$ cat src/hw/rtl/bflc_pkg.sv
// ----------------------------------------------------------------------------
// bflc_pkg: shared definitions for the brightness level fade controller
// Command and status codes, register indexes, field widths and the
// level-to-raw brightness table.
// ----------------------------------------------------------------------------
package bflc_pkg;

  // Field widths
  localparam int KIND_W     = 3;
  localparam int LEVEL_W    = 4;
  localparam int RAW_W      = 8;
  localparam int DUR_W      = 16;
  localparam int ELAPSED_W  = 17;
  localparam int PERIOD_W   = 10;
  localparam int STATUS_W   = 2;
  localparam int CFG_IDX_W  = 2;
  localparam int CFG_DATA_W = 10;

  // Fade interpolation divide: (raw difference * elapsed) / duration
  localparam int DIVIDEND_W = RAW_W + DUR_W;
  localparam int DIVISOR_W  = DUR_W;

  localparam int DEFAULT_MAX_LEVEL = 10;

  localparam logic [ELAPSED_W-1:0] ELAPSED_MAX    = '1;
  localparam logic [PERIOD_W-1:0]  PERIOD_RESET   = PERIOD_W'(50);
  localparam logic [LEVEL_W-1:0]   LEVEL_RESET    = LEVEL_W'(10);
  localparam logic [RAW_W-1:0]     RAW_RESET      = 8'hFF;

  // Command kinds
  localparam logic [KIND_W-1:0] KIND_SET_LEVEL = 3'd0;
  localparam logic [KIND_W-1:0] KIND_SET_RAW   = 3'd1;
  localparam logic [KIND_W-1:0] KIND_FADE      = 3'd2;
  localparam logic [KIND_W-1:0] KIND_STOP      = 3'd3;
  localparam logic [KIND_W-1:0] KIND_TICK      = 3'd4;

  // Result status codes
  localparam logic [STATUS_W-1:0] STATUS_OK       = 2'd0;
  localparam logic [STATUS_W-1:0] STATUS_INVALID  = 2'd1;
  localparam logic [STATUS_W-1:0] STATUS_DISABLED = 2'd2;

  // Configuration register indexes
  localparam logic [CFG_IDX_W-1:0] REG_CONTROL_ENABLED = 2'd0;
  localparam logic [CFG_IDX_W-1:0] REG_UPDATE_PERIOD   = 2'd1;

  // Level to raw panel byte; levels past the last entry use the last entry
  function automatic logic [RAW_W-1:0] table_raw(input logic [LEVEL_W-1:0] lvl);
    logic [RAW_W-1:0] r;
    unique case (lvl)
      4'd0:    r = 8'h00;
      4'd1:    r = 8'h0D;
      4'd2:    r = 8'h33;
      4'd3:    r = 8'h7F;
      4'd4:    r = 8'hAC;
      4'd5:    r = 8'hCC;
      4'd6:    r = 8'hD9;
      4'd7:    r = 8'hE6;
      4'd8:    r = 8'hF2;
      4'd9:    r = 8'hF9;
      default: r = 8'hFF;
    endcase
    return r;
  endfunction

endpackage

$ cat src/hw/rtl/brightness_level_fade_controller_unit.sv
// ----------------------------------------------------------------------------
// brightness_level_fade_controller_unit: backlight level and fade control
// Set level, set raw, linear fade and stop commands plus a millisecond tick
// that advances a running fade; one result transfer per set level, set raw,
// fade or stop command and per fade update.
// ----------------------------------------------------------------------------
// The block takes one command at a time and drops in_ready until its result
// has been loaded into the output register. Set level, fade, stop, rejected
// commands and ticks that finish a fade go from decode straight to the
// result step; ticks with no result return to idle from decode. Set raw
// first searches the table, probing at most MAX_LEVEL + 1 entries. A fade
// update tick that interpolates passes through a multiply step and the
// serial 24-bit by 16-bit divider, which produces one quotient bit per
// cycle. A result that is not taken holds in the output register while the
// next command is accepted and processed; that command then waits for the
// register to drain. Configuration writes are always accepted and must only
// be issued while the block is idle. There is no clearing pass after reset.
// ----------------------------------------------------------------------------
module brightness_level_fade_controller_unit import bflc_pkg::*; #(
  parameter int MAX_LEVEL = DEFAULT_MAX_LEVEL
) (
  input  logic                  clk,
  input  logic                  rst,
  // command channel
  input  logic                  in_valid,
  output logic                  in_ready,
  input  logic [KIND_W-1:0]     kind,
  input  logic [LEVEL_W-1:0]    level,
  input  logic [RAW_W-1:0]      raw_value,
  input  logic [DUR_W-1:0]      fade_ms,
  // result channel
  output logic                  out_valid,
  input  logic                  out_ready,
  output logic [STATUS_W-1:0]   status,
  output logic                  drive_write,
  output logic [RAW_W-1:0]      drive_raw,
  output logic [LEVEL_W-1:0]    level_now,
  output logic                  fade_active,
  // configuration write channel
  input  logic                  cfg_valid,
  output logic                  cfg_ready,
  input  logic [CFG_IDX_W-1:0]  cfg_index,
  input  logic [CFG_DATA_W-1:0] cfg_data
);

  localparam int SRCH_W = $clog2(MAX_LEVEL + 1);

  typedef enum logic [5:0] {
    ST_IDLE   = 6'b000001,
    ST_DECODE = 6'b000010,
    ST_SEARCH = 6'b000100,
    ST_MUL    = 6'b001000,
    ST_DIV    = 6'b010000,
    ST_EMIT   = 6'b100000
  } state_t;

  state_t state, state_next;

  // configuration
  logic                  control_enabled;
  logic [PERIOD_W-1:0]   update_period_ms;
  logic [PERIOD_W-1:0]   period_eff;

  // latched command
  logic [KIND_W-1:0]     cmd_kind;
  logic [LEVEL_W-1:0]    cmd_level;
  logic [RAW_W-1:0]      cmd_raw;
  logic [DUR_W-1:0]      cmd_duration;

  // architectural state
  logic [LEVEL_W-1:0]    stored_level, stored_level_next;
  logic [RAW_W-1:0]      stored_raw, stored_raw_next;
  logic                  fading, fading_next;
  logic [LEVEL_W-1:0]    fade_target, fade_target_next;
  logic [DUR_W-1:0]      fade_duration, fade_duration_next;
  logic [ELAPSED_W-1:0]  elapsed_ms, elapsed_ms_next;
  logic [PERIOD_W-1:0]   period_count, period_count_next;

  // pending result
  logic [STATUS_W-1:0]   res_status, res_status_next;
  logic                  res_write, res_write_next;
  logic [RAW_W-1:0]      res_raw, res_raw_next;

  // work registers
  logic [SRCH_W-1:0]     search_idx, search_idx_next;
  logic                  fade_up, fade_up_next;
  logic [DIVIDEND_W-1:0] prod, prod_next;
  logic                  div_start, div_start_next;

  // decode helpers
  logic                  level_bad;
  logic [ELAPSED_W-1:0]  elapsed_inc;
  logic [PERIOD_W-1:0]   period_inc;
  logic [RAW_W-1:0]      goal_raw;
  logic [RAW_W-1:0]      raw_diff;
  logic [RAW_W-1:0]      probe_raw;
  logic                  out_load;

  logic                  div_done;
  logic [DIVIDEND_W-1:0] div_quotient;

  assign in_ready   = (state == ST_IDLE);
  assign cfg_ready  = 1'b1;
  assign period_eff = (update_period_ms == '0) ? PERIOD_W'(1) : update_period_ms;
  assign level_bad  = (cmd_level > LEVEL_W'(MAX_LEVEL));
  assign elapsed_inc = (elapsed_ms != ELAPSED_MAX) ? elapsed_ms + 1'b1 : elapsed_ms;
  assign period_inc  = period_count + 1'b1;
  assign goal_raw    = table_raw(fade_target);
  assign raw_diff    = (goal_raw >= stored_raw) ? goal_raw - stored_raw
                                                : stored_raw - goal_raw;
  assign probe_raw   = table_raw(LEVEL_W'(search_idx));
  // load the output register once the previous result has drained
  assign out_load    = (state == ST_EMIT) && (!out_valid || out_ready);

  // Divider for fade interpolation
  bflc_div u_div (
    .clk      (clk),
    .rst      (rst),
    .start    (div_start),
    .dividend (prod),
    .divisor  (fade_duration),
    .done     (div_done),
    .quotient (div_quotient)
  );

  // Sequencer
  always_comb begin
    state_next         = state;
    stored_level_next  = stored_level;
    stored_raw_next    = stored_raw;
    fading_next        = fading;
    fade_target_next   = fade_target;
    fade_duration_next = fade_duration;
    elapsed_ms_next    = elapsed_ms;
    period_count_next  = period_count;
    res_status_next    = res_status;
    res_write_next     = res_write;
    res_raw_next       = res_raw;
    search_idx_next    = search_idx;
    fade_up_next       = fade_up;
    prod_next          = prod;
    div_start_next     = 1'b0;

    unique case (state)
      ST_IDLE: begin
        if (in_valid) begin
          state_next = ST_DECODE;
        end
      end

      ST_DECODE: begin
        // default: reject-style result that reports the stored raw value
        res_status_next = STATUS_OK;
        res_write_next  = 1'b0;
        res_raw_next    = stored_raw;
        state_next      = ST_EMIT;
        unique case (cmd_kind)
          KIND_SET_LEVEL: begin
            if (level_bad) begin
              res_status_next = STATUS_INVALID;
            end else if (!control_enabled) begin
              res_status_next = STATUS_DISABLED;
            end else begin
              fading_next       = 1'b0;
              stored_level_next = cmd_level;
              stored_raw_next   = table_raw(cmd_level);
              res_write_next    = 1'b1;
              res_raw_next      = table_raw(cmd_level);
            end
          end
          KIND_SET_RAW: begin
            if (!control_enabled) begin
              res_status_next = STATUS_DISABLED;
            end else begin
              search_idx_next = '0;
              state_next      = ST_SEARCH;
            end
          end
          KIND_FADE: begin
            if (level_bad) begin
              res_status_next = STATUS_INVALID;
            end else if (!control_enabled) begin
              res_status_next = STATUS_DISABLED;
            end else if (fading && (fade_target == cmd_level)) begin
              // same target while fading: ignore
              res_status_next = STATUS_OK;
            end else if (cmd_duration == '0) begin
              fading_next       = 1'b0;
              stored_level_next = cmd_level;
              stored_raw_next   = table_raw(cmd_level);
              res_write_next    = 1'b1;
              res_raw_next      = table_raw(cmd_level);
            end else begin
              // restart the fade from the stored raw value
              fade_target_next   = cmd_level;
              fade_duration_next = cmd_duration;
              elapsed_ms_next    = '0;
              period_count_next  = '0;
              fading_next        = 1'b1;
              res_write_next     = 1'b1;
            end
          end
          KIND_STOP: begin
            if (!control_enabled) begin
              res_status_next = STATUS_DISABLED;
            end else begin
              fading_next = 1'b0;
            end
          end
          KIND_TICK: begin
            if (!control_enabled || !fading) begin
              state_next = ST_IDLE;
            end else begin
              elapsed_ms_next = elapsed_inc;
              if (period_inc < period_eff) begin
                period_count_next = period_inc;
                state_next        = ST_IDLE;
              end else begin
                period_count_next = '0;
                if (elapsed_inc >= {1'b0, fade_duration}) begin
                  // fade complete: land on the target level
                  fading_next       = 1'b0;
                  stored_level_next = fade_target;
                  stored_raw_next   = goal_raw;
                  res_write_next    = 1'b1;
                  res_raw_next      = goal_raw;
                end else begin
                  state_next = ST_MUL;
                end
              end
            end
          end
          default: begin
            state_next = ST_IDLE;
          end
        endcase
      end

      ST_SEARCH: begin
        // first level whose table entry reaches the raw value, else MAX_LEVEL
        if ((probe_raw >= cmd_raw) || (search_idx == SRCH_W'(MAX_LEVEL))) begin
          fading_next       = 1'b0;
          stored_raw_next   = cmd_raw;
          stored_level_next = LEVEL_W'(search_idx);
          res_status_next   = STATUS_OK;
          res_write_next    = 1'b1;
          res_raw_next      = cmd_raw;
          state_next        = ST_EMIT;
        end else begin
          search_idx_next = search_idx + 1'b1;
        end
      end

      ST_MUL: begin
        // elapsed is below the duration here, so it fits the low 16 bits
        fade_up_next   = (goal_raw >= stored_raw);
        prod_next      = DIVIDEND_W'(raw_diff) * DIVIDEND_W'(elapsed_ms[DUR_W-1:0]);
        div_start_next = 1'b1;
        state_next     = ST_DIV;
      end

      ST_DIV: begin
        if (div_done) begin
          res_status_next = STATUS_OK;
          res_write_next  = 1'b1;
          res_raw_next    = fade_up ? stored_raw + div_quotient[RAW_W-1:0]
                                    : stored_raw - div_quotient[RAW_W-1:0];
          state_next      = ST_EMIT;
        end
      end

      ST_EMIT: begin
        if (out_load) begin
          state_next = ST_IDLE;
        end
      end

      default: begin
        state_next = ST_IDLE;
      end
    endcase
  end

  // Control and architectural state
  always_ff @(posedge clk) begin
    if (rst) begin
      state            <= ST_IDLE;
      control_enabled  <= 1'b1;
      update_period_ms <= PERIOD_RESET;
      stored_level     <= LEVEL_RESET;
      stored_raw       <= RAW_RESET;
      fading           <= 1'b0;
      fade_target      <= '0;
      fade_duration    <= '0;
      elapsed_ms       <= '0;
      period_count     <= '0;
      div_start        <= 1'b0;
      out_valid        <= 1'b0;
    end else begin
      state         <= state_next;
      stored_level  <= stored_level_next;
      stored_raw    <= stored_raw_next;
      fading        <= fading_next;
      fade_target   <= fade_target_next;
      fade_duration <= fade_duration_next;
      elapsed_ms    <= elapsed_ms_next;
      period_count  <= period_count_next;
      div_start     <= div_start_next;
      if (out_load) begin
        out_valid <= 1'b1;
      end else if (out_ready) begin
        out_valid <= 1'b0;
      end
      if (cfg_valid && cfg_ready) begin
        if (cfg_index == REG_CONTROL_ENABLED) begin
          control_enabled <= cfg_data[0];
        end else if (cfg_index == REG_UPDATE_PERIOD) begin
          update_period_ms <= cfg_data[PERIOD_W-1:0];
        end
      end
    end
  end

  // Payload registers
  always_ff @(posedge clk) begin
    if (in_valid && in_ready) begin
      cmd_kind     <= kind;
      cmd_level    <= level;
      cmd_raw      <= raw_value;
      cmd_duration <= fade_ms;
    end
    res_status <= res_status_next;
    res_write  <= res_write_next;
    res_raw    <= res_raw_next;
    search_idx <= search_idx_next;
    fade_up    <= fade_up_next;
    prod       <= prod_next;
    if (out_load) begin
      status      <= res_status;
      drive_write <= res_write;
      drive_raw   <= res_raw;
      level_now   <= stored_level;
      fade_active <= fading;
    end
  end

  // Checks
  a_fade_target_ok: assert property (@(posedge clk) disable iff (rst)
    fading |-> (fade_target <= LEVEL_W'(MAX_LEVEL)) && (fade_duration != '0))
    else $error("fade running with bad target or zero duration");

  a_div_done_in_div: assert property (@(posedge clk) disable iff (rst)
    div_done |-> (state == ST_DIV))
    else $error("divider finished outside the divide step");

  a_emit_fills_output: assert property (@(posedge clk) disable iff (rst)
    (state == ST_EMIT) |=> out_valid)
    else $error("result step left the output register empty");

  a_busy_no_accept: assert property (@(posedge clk) disable iff (rst)
    (state != ST_IDLE) |-> !in_ready)
    else $error("command accepted while busy");

endmodule

$ cat src/hw/rtl/bflc_div.sv
// ----------------------------------------------------------------------------
// bflc_div: serial restoring divider
// One quotient bit per cycle; done is raised by the edge that registers the last bit.
// ----------------------------------------------------------------------------
module bflc_div import bflc_pkg::*; (
  input  logic                  clk,
  input  logic                  rst,
  input  logic                  start,
  input  logic [DIVIDEND_W-1:0] dividend,
  input  logic [DIVISOR_W-1:0]  divisor,
  output logic                  done,
  output logic [DIVIDEND_W-1:0] quotient
);

  localparam int CNT_W = $clog2(DIVIDEND_W);

  logic                  busy;
  logic [CNT_W-1:0]      count;
  logic [DIVIDEND_W-1:0] quo;
  logic [DIVIDEND_W-1:0] quo_next;
  logic [DIVISOR_W-1:0]  rem;
  logic [DIVISOR_W-1:0]  rem_next;
  logic [DIVISOR_W-1:0]  dvs;
  logic [DIVISOR_W:0]    rem_shift;

  always_comb begin
    rem_shift = {rem, quo[DIVIDEND_W-1]};
    if (rem_shift >= {1'b0, dvs}) begin
      rem_next = DIVISOR_W'(rem_shift - {1'b0, dvs});
      quo_next = {quo[DIVIDEND_W-2:0], 1'b1};
    end else begin
      rem_next = rem_shift[DIVISOR_W-1:0];
      quo_next = {quo[DIVIDEND_W-2:0], 1'b0};
    end
  end

  always_ff @(posedge clk) begin
    if (rst) begin
      busy  <= 1'b0;
      done  <= 1'b0;
      count <= '0;
    end else begin
      done <= 1'b0;
      if (start) begin
        busy  <= 1'b1;
        count <= '0;
      end else if (busy) begin
        count <= count + 1'b1;
        if (count == CNT_W'(DIVIDEND_W - 1)) begin
          busy <= 1'b0;
          done <= 1'b1;
        end
      end
    end
  end

  always_ff @(posedge clk) begin
    if (start) begin
      quo <= dividend;
      rem <= '0;
      dvs <= divisor;
    end else if (busy) begin
      quo <= quo_next;
      rem <= rem_next;
    end
  end

  assign quotient = quo;

endmodule

$ cat config.mk
export PLATFORM = sky130hd
export DESIGN_NAME = brightness_level_fade_controller_unit
export DESIGN_NICKNAME = d
export VERILOG_FILES = /design/src/hw/rtl/bflc_pkg.sv /design/src/hw/rtl/brightness_level_fade_controller_unit.sv /design/src/hw/rtl/bflc_div.sv
export SDC_FILE = /design/constraint.sdc
export NUM_CORES = 1
export LEC_CHECK = 0
export BUFFER_PORTS_ARGS = -buffer_cell sky130_fd_sc_hd__buf_2
export CAP_MARGIN = 30
export CORE_MARGIN = 10
export CORE_UTILIZATION = 60
export DETAILED_ROUTE_END_ITERATION = 8
export PLACE_DENSITY = 0.78
export SLEW_MARGIN = 0
export SYNTH_ARGS = -nofsm -noshare
export SYNTH_HDL_FRONTEND = slang
export SYNTH_SLANG_ARGS = --single-unit
$ cat constraint.sdc
create_clock -name clk -period 8.76 [get_ports clk]
set_input_delay 0.438 -clock clk [delete_from_list [all_inputs] [get_ports clk]]
set_output_delay 0.438 -clock clk [all_outputs]
set_load 0.01 [all_outputs]
==> impl_metrics.env <==
export IMPL_crit_path_end_kind="register"
export IMPL_cts_tree="built"
export IMPL_finalHoldViolations=0
export IMPL_setup_violations=0
export IMPL_max_vdd_ir_drop_v=0.000168
export IMPL_rsz0062_at_grt="no"
export IMPL_r2r_start="stored_raw[1]"
export IMPL_crit_type="register to register"
export IMPL_drv_slew=0
export IMPL_drt_iter0_drc=1293
export IMPL_grt_remaining_overflow=0
export IMPL_top_level_ports=67
export IMPL_avgSynthCellArea_sq_um=9.44
export IMPL_hold_path_startpoint="kind[2]"
export IMPL_n_antenna_cell=0
export IMPL_cpMostUsedCell="fa_1"
export IMPL_dr_pass1_iters=6
export IMPL_synth_edf_count=127
export IMPL_htreeDepth=1
export IMPL_cpPeakStageDelay_ns=0.60
export IMPL_cts_hold_buf=0
export IMPL_power_density_nw_per_um2=139
export IMPL_r2r_end="prod[20]"
export IMPL_routedWlPerCell_um=18.2
export IMPL_finalCritPeriodShare=0.927
export IMPL_slew_headroom=0.299
export IMPL_synth_cells=1913
export IMPL_nNetsFinal=2210
export IMPL_rows=63
export IMPL_hold_depth=1
export IMPL_grt_max_degree=67
export IMPL_vias=13940
export IMPL_clock_fmax_mhz=123
export IMPL_synth_cell_types=86
export IMPL_cp_arrival_ns=8.39
export IMPL_antenna_left=0
export IMPL_ys_seq_area_frac=0.351
export IMPL_rr_worst_depth=25
export IMPL_area_growth_pct=8.07
export IMPL_cts_made_buffers=27
export IMPL_path_max_fanout=20
export IMPL_rrSetupSlack_ns=0.64
export IMPL_ys_warn_count=0
export IMPL_die_y_um=193
export IMPL_dieWidth_um=193
export IMPL_syn_nets=2188
export IMPL_hold_path_class="input pin to register"
export IMPL_start_util=0.609
export IMPL_dp_hpwl_um=32400
export IMPL_cp_start_kind="register"
export IMPL_clockBufferDepth=3
export IMPL_portBuffers=65
export IMPL_grt_pass1_wl_um=70600
export IMPL_final_setup_tns_ns=0
export IMPL_drive_gt1_frac=0.0982
export IMPL_slowest_stage="or4_1"
export IMPL_layout_min_cycle_time_ns=8.12
export IMPL_routabilityCongestion=0.937
export IMPL_hold_end="cmd_kind[2]"
export IMPL_drt_vias_per_instance=5.94
export IMPL_routed_wl_um=42700
export IMPL_first_global_vias=13878
export IMPL_cap_violations=0
export IMPL_die_area_sq_um=37400
export IMPL_clkLatencyLatePin_ns=0.55
export IMPL_track_usage=0.223
export IMPL_worstMarginPinSlew_ns=1.04
export IMPL_remaining_drc_errors=0
export IMPL_power_leakage_nw=8.43
export IMPL_coreArea_sq_um=29600
export IMPL_ys_ff_latch=253
export IMPL_ys_flop_type="edfxtp_1"
export IMPL_clk_pin_slew_ns=0.07
export IMPL_cts_sinks=253
export IMPL_status="completed"
export IMPL_syn_cell_area_sq_um=18100
export IMPL_root_buffer="clkbuf_16"
export IMPL_finClkSkew_ns=0.0309
export IMPL_total_power_mw=2.72
export IMPL_antenna_found_initial=0
export IMPL_cp_required_ns=9.03
export IMPL_async_flop_share=0
where the power goes:
| group | internal [mW] | switching, mW |
|---|---|---|
| Clock | 0.607 | 0.469 |
| Combinational | 0.132 | 0.190 |
| Sequential | 1.28 | 0.0371 |
| Total | 2.02 | 0.696 |
area by class of cell:
| type | count | area [sq um] |
|---|---|---|
| multi-input cells | 1355 | 10500 |
| fillers | 2378 | 10100 |
| clock inverters | 15 | 110 |
| clock buffers | 35 | 716 |
| well taps | 390 | 488 |
| repair buffers | 87 | 532 |
| flip-flops and latches | 253 | 6340 |
| inverters | 211 | 792 |
kinds of logic after synthesis:
logic type               synth area share
AO/OA/AOI/OAI                       0.143
XOR/XNOR                           0.0378
adder cells (fa/ha/maj)             0.194
buffers and inverters              0.0660
flip-flops                          0.351
multiplexers                       0.0382
other                            0.000208
AND/OR/NAND/NOR                     0.170
per-layer routing:
metal | up-vias | part of all wire | track usage
li1 | 6724 | - | -
met1 | 6630 | 0.43 | 0.285
met2 | 470 | 0.48 | 0.378
met3 | 116 | 0.052 | 0.0240
met4 | 0 | 0.043 | 0.0870
met5 | - | 0 | 0
sequential cells by signal, indices dropped and copies added, names as in the netlist, 10 cells and up, named ones only:
name / flops
update_period_ms: 10
u_div.dvs: 16
u_div.rem: 16
u_div.quotient: 24
prod: 24
elapsed_ms: 17
cmd_duration: 16
period_count: 10
fade_duration: 16
placed cells by master (no fill, tap or decap), types with 52 or more instances in the layout:
cell type,instances
a21oi_1,101
and2_1,56
buf_2,66
dfxtp_1,125
edfxtp_1,127
fa_1,88
ha_1,139
inv_1,211
nand2_1,146
nor2_1,141
nor2b_1,52
o21ai_0,66
xnor2_1,54
synth_stat cells, types with 5 or more instances:
cell / count / area, sq um
or2_2: 7 / 43.8
edfxtp_1: 127 / 3810
and2_1: 56 / 350
a311oi_1: 10 / 87.6
mux2i_1: 33 / 330
a21oi_1: 101 / 505
o21bai_1: 6 / 45.0
inv_1: 211 / 792
o21ai_0: 66 / 330
xor2_1: 24 / 210
clkbuf_1: 69 / 259
dfxtp_1: 126 / 2520
nand2_1: 146 / 548
ha_1: 139 / 1740
nor2_1: 141 / 529
and3_1: 15 / 93.8
nor2b_1: 52 / 325
mux2_2: 32 / 360
o311ai_0: 17 / 149
buf_1: 5 / 18.8
nor3_1: 31 / 155
nand4_1: 18 / 113
a22oi_1: 19 / 143
nor4_1: 22 / 138
or4_1: 7 / 52.6
a211oi_1: 11 / 82.6
xnor2_1: 54 / 473
o2111ai_1: 7 / 61.3
a31oi_1: 13 / 81.3
a21o_1: 21 / 158
a32oi_1: 7 / 61.3
o221ai_1: 9 / 78.8
fa_1: 88 / 1760
o21a_1: 11 / 82.6
nand3b_1: 15 / 113
o21ai_1: 6 / 30.0
o211ai_1: 24 / 180
nand2b_1: 14 / 87.6
buf_2: 16 / 80.1
or3_1: 21 / 131
nand3_1: 30 / 150
a211o_1: 9 / 78.8
worst max-delay path: cells and delay by family (launching register included):
| kind | cells | cell delay (ns) |
|---|---|---|
| AOI/OAI and AO/OA | 12 | 3.11 |
| xor gates and xnor gates | 1 | 0.16 |
| adders and majority gates | 6 | 2.83 |
| buffers and inverters | 4 | 0.32 |
| DFF | 1 | 0.51 |
| and+or+nand+nor | 2 | 0.91 |
through the flow:
stage                util  instances  instance area [sq um]  setup WS [ns]  hold slack [ns]
floorplan               -       1913                  18100           1.52            0.400
CTS                 0.658       2346                  19500          0.566           0.0434
finish              0.658       2346                  19500          0.636           0.0631
detailed placement  0.630       2296                  18700          0.630            0.405
global placement    0.627       2290                  18600          0.907            0.404
global route        0.658       2346                  19500         0.0655           0.0506
what timing repair did:
item	4_1_cts	5_1_grt
gates resized for setup	0	1
setup endpoints to repair	0	3
setup buffers	0	0
hold endpoints to repair	0	0
worst max-delay path by stage:
stage | startpoint | endpoint | slack, ns | cells after the start
after global placement | stored_raw[3] | prod[20] | 0.91 | 25
after global routing | stored_raw[1] | prod[20] | 0.07 | 25
final | stored_raw[1] | prod[20] | 0.64 | 25
after detailed placement | stored_raw[1] | prod[20] | 0.63 | 25
after CTS | stored_raw[1] | prod[20] | 0.57 | 25
after floorplan | stored_raw[1] | prod[20] | 1.52 | 27
Note: power is estimated with default switching activity, not from simulation.
